File: src/hdl/tli_pkg.sv
// ----------------------------------------------------------------------------
// Table linear interpolator package
// Shared constants, types and the divider step function.
// ----------------------------------------------------------------------------
package tli_pkg;

  localparam int POINTS      = 5;
  localparam int CFG_REGS    = 5;
  localparam int CFG_IDX_W   = 8;
  localparam int CFG_DATA_W  = 64;
  localparam int VAL_W       = 32;
  localparam int H_STEP      = 1600000;
  localparam int T_STEP      = 1600;
  localparam int STEPS       = VAL_W;
  localparam int QUEUE_DEPTH = 2;

  typedef struct packed {
    logic [VAL_W-1:0]        u;
    logic [VAL_W-1:0]        d;
    logic [VAL_W-1:0]        mag;
    logic                    neg;
    logic signed [VAL_W-1:0] y0;
  } job_t;

  typedef struct packed {
    logic [VAL_W-1:0] r;
    logic [VAL_W-1:0] q;
  } div_t;

  // One shift-and-add step of floor(u * m / d), kept with r < d.
  function automatic div_t div_step(div_t cur, logic [VAL_W-1:0] d,
                                    logic [VAL_W-1:0] u, logic mbit);
    logic [VAL_W+1:0] t;
    logic [VAL_W-1:0] q;
    div_t             res;
    t = {1'b0, cur.r, 1'b0};
    q = {cur.q[VAL_W-2:0], 1'b0};
    if (t >= {2'b00, d}) begin
      t = t - {2'b00, d};
      q = q + VAL_W'(1);
    end
    if (mbit) begin
      t = t + {2'b00, u};
      if (t >= {2'b00, d}) begin
        t = t - {2'b00, d};
        q = q + VAL_W'(1);
      end
    end
    res.r = t[VAL_W-1:0];
    res.q = q;
    return res;
  endfunction

endpackage

File: src/hdl/tli_queue.sv
// ----------------------------------------------------------------------------
// Job queue
// Two-entry queue that decouples the front end from the divider pipeline.
// ----------------------------------------------------------------------------
module tli_queue (
  input  logic          clk_i,
  input  logic          rst_ni,
  input  logic          push_valid_i,
  output logic          push_ready_o,
  input  tli_pkg::job_t push_data_i,
  output logic          pop_valid_o,
  input  logic          pop_ready_i,
  output tli_pkg::job_t pop_data_o
);

  localparam int D   = tli_pkg::QUEUE_DEPTH;
  localparam int PW  = $clog2(D);

  tli_pkg::job_t  mem_q [D];
  logic [PW-1:0]  wr_q, rd_q;
  logic [PW:0]    cnt_q;
  logic           push, pop;

  assign push_ready_o = cnt_q < (PW+1)'(D);
  assign pop_valid_o  = cnt_q != '0;
  assign pop_data_o   = mem_q[rd_q];
  assign push         = push_valid_i && push_ready_o;
  assign pop          = pop_valid_o && pop_ready_i;

  always_ff @(posedge clk_i or negedge rst_ni) begin
    if (!rst_ni) begin
      wr_q  <= '0;
      rd_q  <= '0;
      cnt_q <= '0;
    end else begin
      if (push) begin
        wr_q <= (wr_q == PW'(D-1)) ? '0 : wr_q + PW'(1);
      end
      if (pop) begin
        rd_q <= (rd_q == PW'(D-1)) ? '0 : rd_q + PW'(1);
      end
      cnt_q <= cnt_q + (PW+1)'(push) - (PW+1)'(pop);
    end
  end

  always_ff @(posedge clk_i) begin
    if (push) begin
      mem_q[wr_q] <= push_data_i;
    end
  end

endmodule

File: config.mk
export PLATFORM = sky130hd
export DESIGN_NAME = tli_queue
export DESIGN_NICKNAME = d
export VERILOG_FILES = /design/src/hdl/tli_pkg.sv /design/src/hdl/tli_queue.sv
export SDC_FILE = /design/constraint.sdc
export NUM_CORES = 1
export LEC_CHECK = 0
export ABC_CLOCK_PERIOD_IN_PS = 12600
export BUFFER_PORTS_ARGS = -buffer_cell sky130_fd_sc_hd__buf_2
export CAP_MARGIN = 20
export CORE_MARGIN = 3
export CORE_UTILIZATION = 25
export DETAILED_ROUTE_END_ITERATION = 8
export PLACE_DENSITY = 0.55
export SYNTH_ARGS = -nofsm -noshare
export SYNTH_HDL_FRONTEND = slang
export SYNTH_SLANG_ARGS = --single-unit
File: constraint.sdc
create_clock -name clk_i -period 12.6 [get_ports clk_i]
set_input_delay 1.89 -clock clk_i [delete_from_list [all_inputs] [get_ports clk_i]]
set_output_delay 1.89 -clock clk_i [all_outputs]
set_load 0.03 [all_outputs]
# Word level (Yosys, flattened, before mapping)
# Memories as Yosys holds them, arrays and structs flattened.
# Cells that the tools add are included.
[word_totals]
regBits = 4
ramBits = 258
input_bits = 133
output_inout_bits = 131
wordCells = 16
memories = 1
[memory_table]
columns = ["name", "depth", "word_bits", "rd", "rd_ports_with_merged_regs", "wr", "line", "rtl"]
rows = [
  ["mem_q", 2, 129, 1, 0, 1, "tli_queue.sv:19", "tli_pkg::job_t mem_q [D];"],
]
[op_classes]
addsub = 4
order_cmp = 1
n_mux = 4
n_reduce_logical = 3
[ops]
columns = ["cell", "n"]
rows = [
  ["two-way mux 1 bit", 4],
  ["adder 1 bit (second input constant)", 2],
  ["adder 2 x 1 -> 2 bit", 1],
  ["logical AND 1 bit", 2],
  ["less-than comparator 2 bit (second input constant)", 1],
  ["nonzero test 2 bit", 1],
  ["subtractor 2 x 1 -> 2 bit", 1],
]

# Depth between registers and ports, before layout
[logic_depth]
word_depth = 4
ltp_mapped = 5
depth_no_buf = 5

# Worst setup path after synthesis
# OpenSTA, ideal clock, no wires.
[synth_timing]
kind = "input to register"
from = "input port push_valid_i"
to = "memory mem_q[0][0] in the netlist's numbering, enable pin"
setup_time_ns = 0.619
t_arrival_ns = 7.354
t_required_ns = 11.981
slack_ns = 4.627
cell_stages = 2
n_path_buf = 0
path_cell_list = "nand2_1 nor2_1"
[synth_via]
elab_chain_len = 3
[synth_lines]
columns = ["element", "line", "rtl"]
rows = [
  ["start, declared", "tli_queue.sv:8", "input logic push_valid_i,"],
  ["logical AND 1 bit", "tli_queue.sv:27", "assign push = push_valid_i && push_ready_o;"],
  ["two-way mux 1 bit", "tli_queue.sv:47", "if (push) begin"],
  ["two-way mux 1 bit (not written as such)", "tli_queue.sv:48", "mem_q[wr_q] <= push_data_i;"],
  ["end, declared", "tli_queue.sv:19", ""],
]
# No other way between the ends.

==> summary.md <==
| Metric | Value |
|---|---|
| Run status | finished, final reports clean |
| Gr ovfl total | 0 |
| GP Congestion | 0.691 |
| Setup crit end kind | output pin |
| Hold_sp | cnt_q[0]$_DFF_PN0_ |
| Hold EP | cnt_q[0]$_DFF_PN0_ |
| Area share of and/or/nand/nor cells after synthesis | 0.00420 |
| Mux cell area share after synthesis | 0.152 |
| Critical R2R Capture | mem_q[1][83]$_DFFE_PP_ |
| Crit Path Category | reg2out |
| Xor/xnor share of the synthesized area | 0.00276 |
| CTS tree | done |
| Die H | 201 um |
| WL/cell | 16.3 um |
| R2R setup slack | 9920 ps |
| Sink Count | 262 |
| Fin crit share | 0.391 |
| Most common cell after layout, fill and taps aside | buf_2 |
| Fin. Hold Viols | 0 |
| Synth unique cells | 17 |
| CP Launch Type | flip-flop |
| Ranking of synthesized cells by area | edfxtp_1 (81%), mux2_2 (15%), buf_6 (1.2%) |
| Die W | 201 um |
| Drt pass-1 iters | 4 |
| CP delay by family, top | flip-flops |
| Hold_buf cts | 0 |
| Max-Cap Viols | 0 |
| Core region area | 37100 um2 |
| Worst Path Required | 10710 ps |
| Slowest cell delay on critical path | 1040 ps |
| Clk_skew | 14.6 ps |
| Inserted Clock Buffers | 29 |
| Worst-path clk slew | 50 ps |
| Adder and majority gate portion of the synthesized area | 0.00131 |
| VDD IR-drop max | 0.000143 V |
| Final number of setup-violating endpoints | 0 |
| Hold Crit Depth | 1 |
| Total negative setup slack | 0 ps |
| Initial antenna violation count | 6 |
| Dpl hpwl | 13200 um |
| Syn Nets | 555 |
| Complex-gate fraction of the synthesized area | 0.00197 |
| Worst endpoint data arrival time | 3040 ps |
| H-tree depth | 1 |
| Postcts setup bufs | 0 |
| Layout Utilization | 0.330 |
| Hold crit path type | reg2reg |
| CTS resizes | 0 |
| Remaining DRCs | 0 |
| Worst path slowest cell | dfrtp_4 |
| Total vias in the final route | 4854 |
| RSZ-0062 raised after global routing | no |
| Pwr/cell area | 244 nW/um2 |
| Vias in the first global route | 5235 |
| CTS Buffer Depth | 3 |
| WP buf/inv | 2 |
| Gr usage total | 0.0955 |
| Commonest cells after routing, fill and taps aside | buf_2 (263), edfxtp_1 (258), mux2_2 (129), clkbuf_16 (29), clkbuf_1 (11) |
| Port-buffer cells | 263 |
| Initial Util | 0.257 |
| Largest net degree at the start of global routing | 67 |
| Area leader, netlist | edfxtp_1 |
| Design Power | 2.99 mW |
| Post-Layout Cell Count | 1235 |
| Slew headroom | 0.351 |
| LEAKAGE | 4.45 nW |
| Clk root buf | clkbuf_16 |
| Cells after Synth | 421 |
| Io pins | 264 |
| Inst Count DP | 1179 |
| Worst setup margin | 7670 ps |
| Critical Path Fanout Max | 66 |
| Die area | 40500 um2 |
| First-pass GRT wire length | 30400 um |
| Final slew viol count | 0 |
| Yosys reg bits | 262 |
| Post-synth top area share | 0.812 |
| Syn Area/Cell | 22.7 um2 |
| CP Cell Sequence | buf_4, mux2_2, buf_2 |
| Vias/cell | 3.93 |
| Worst slew pin tran | 974 ps |
| Largest family of logic cells by synthesized area | multiplexers |
| Num rows | 70 |
| Final #Nets | 840 |
| Synth warn | 0 |
| Pre-CTS setup slack | 8100 ps |
| Max Freq | 203 MHz |
| Tmin final | 4930 ps |
| Critical R2R Launch | cnt_q[1]$_DFF_PN0_ |
| Synthesized area | 9540 um2 |
| Initial drt markers | 177 |
| Routed WL | 20100 um |
| Reg2Reg Depth | 4 |
| Antenna-violating nets left | 0 |
| Area growth from synthesis to layout | 28.5% |
| Layout cells sized above 1 | 0.598 |
| Register area share after synthesis | 0.823 |
| Clk Latency, worst-skew pair | 540 ps |
## worst register-to-register path, delay by kind of cell (launching register included)
kind / cells / cell delay, ps
flip-flops: 1 / 390
buffers and inverters: 3 / 1670
AND/OR/NAND/NOR: 1 / 180
## layer usage
metal / GRT usage / up-vias / routed length (um)
li1: - / 2262 / -
met1: 0.111 / 2359 / 7990
met2: 0.157 / 177 / 9600
met3: 0.0450 / 48 / 1950
met4: 0.0302 / 8 / 520
met5: 0 / - / 55
## power breakdown
group / leakage, nW / total [mW] / internal [mW] / switching (mW)
Sequential: 2.43 / 1.25 / 1.17 / 0.0805
Combinational: 1.61 / 0.995 / 0.340 / 0.654
Clock: 0.409 / 0.752 / 0.433 / 0.319
## metrics by stage
stage / cell area [um2] / hold slack (ps)
after CTS: 12200 / 552
after global placement: 11400 / 520
final: 12300 / 543
after detailed placement: 11400 / 540
after floorplan: 9540 / 461
after global routing: 12300 / 573
## layout make-up
type	count	area (um2)
Clock buffer	42	795
Antenna cell	3	7.51
Inverter	1	3.75
Fill cell	3684	24900
Sequential cell	262	7850
Tap cell	504	631
Clock inverter	11	48.8
Timing Repair Buffer	268	1350
Multi-Input combinational cell	144	1560
## cells in the mapped netlist
cell type,instances
o21ai_0,2
nand2_1,2
dfrtp_1,4
buf_2,3
xnor2_1,3
edfxtp_1,258
inv_1,1
mux2_2,129
buf_4,1
nor2b_1,1
buf_6,10
and2_1,1
a2bb2oi_1,1
ha_1,1
or2_2,1
nor2_1,2
and3_1,1
## cells by family (layout without fill, tap and decap cells)
kind of cell | Yosys count | in the layout
compound gates | 3 | 3
xor+xnor | 3 | 3
fa+ha+maj | 1 | 1
buf+inv | 15 | 322
flops | 262 | 262
mux | 129 | 129
other cells | 0 | 3
simple gates | 8 | 8
## flip-flops by register name, summed over array words and instances (netlist names)
register  count
mem_q       258
cnt_q         2
rd_q          1
wr_q          1
## worst max path at each step
stage,startpoint,end,slack [ps],depth (start not counted)
after detailed placement,rd_q$_DFFE_PN0P_,pop_data_o[86],8100,3
final,rd_q$_DFFE_PN0P_,pop_data_o[99],7670,3
after floorplan,push_valid_i,mem_q[0][0]$_DFFE_PP_,4630,2
after CTS,rd_q$_DFFE_PN0P_,pop_data_o[86],7500,3
after global placement,rd_q$_DFFE_PN0P_,pop_data_o[86],8110,3
after global routing,rd_q$_DFFE_PN0P_,pop_data_o[86],7440,3
(Power assumes the default switching activity.)
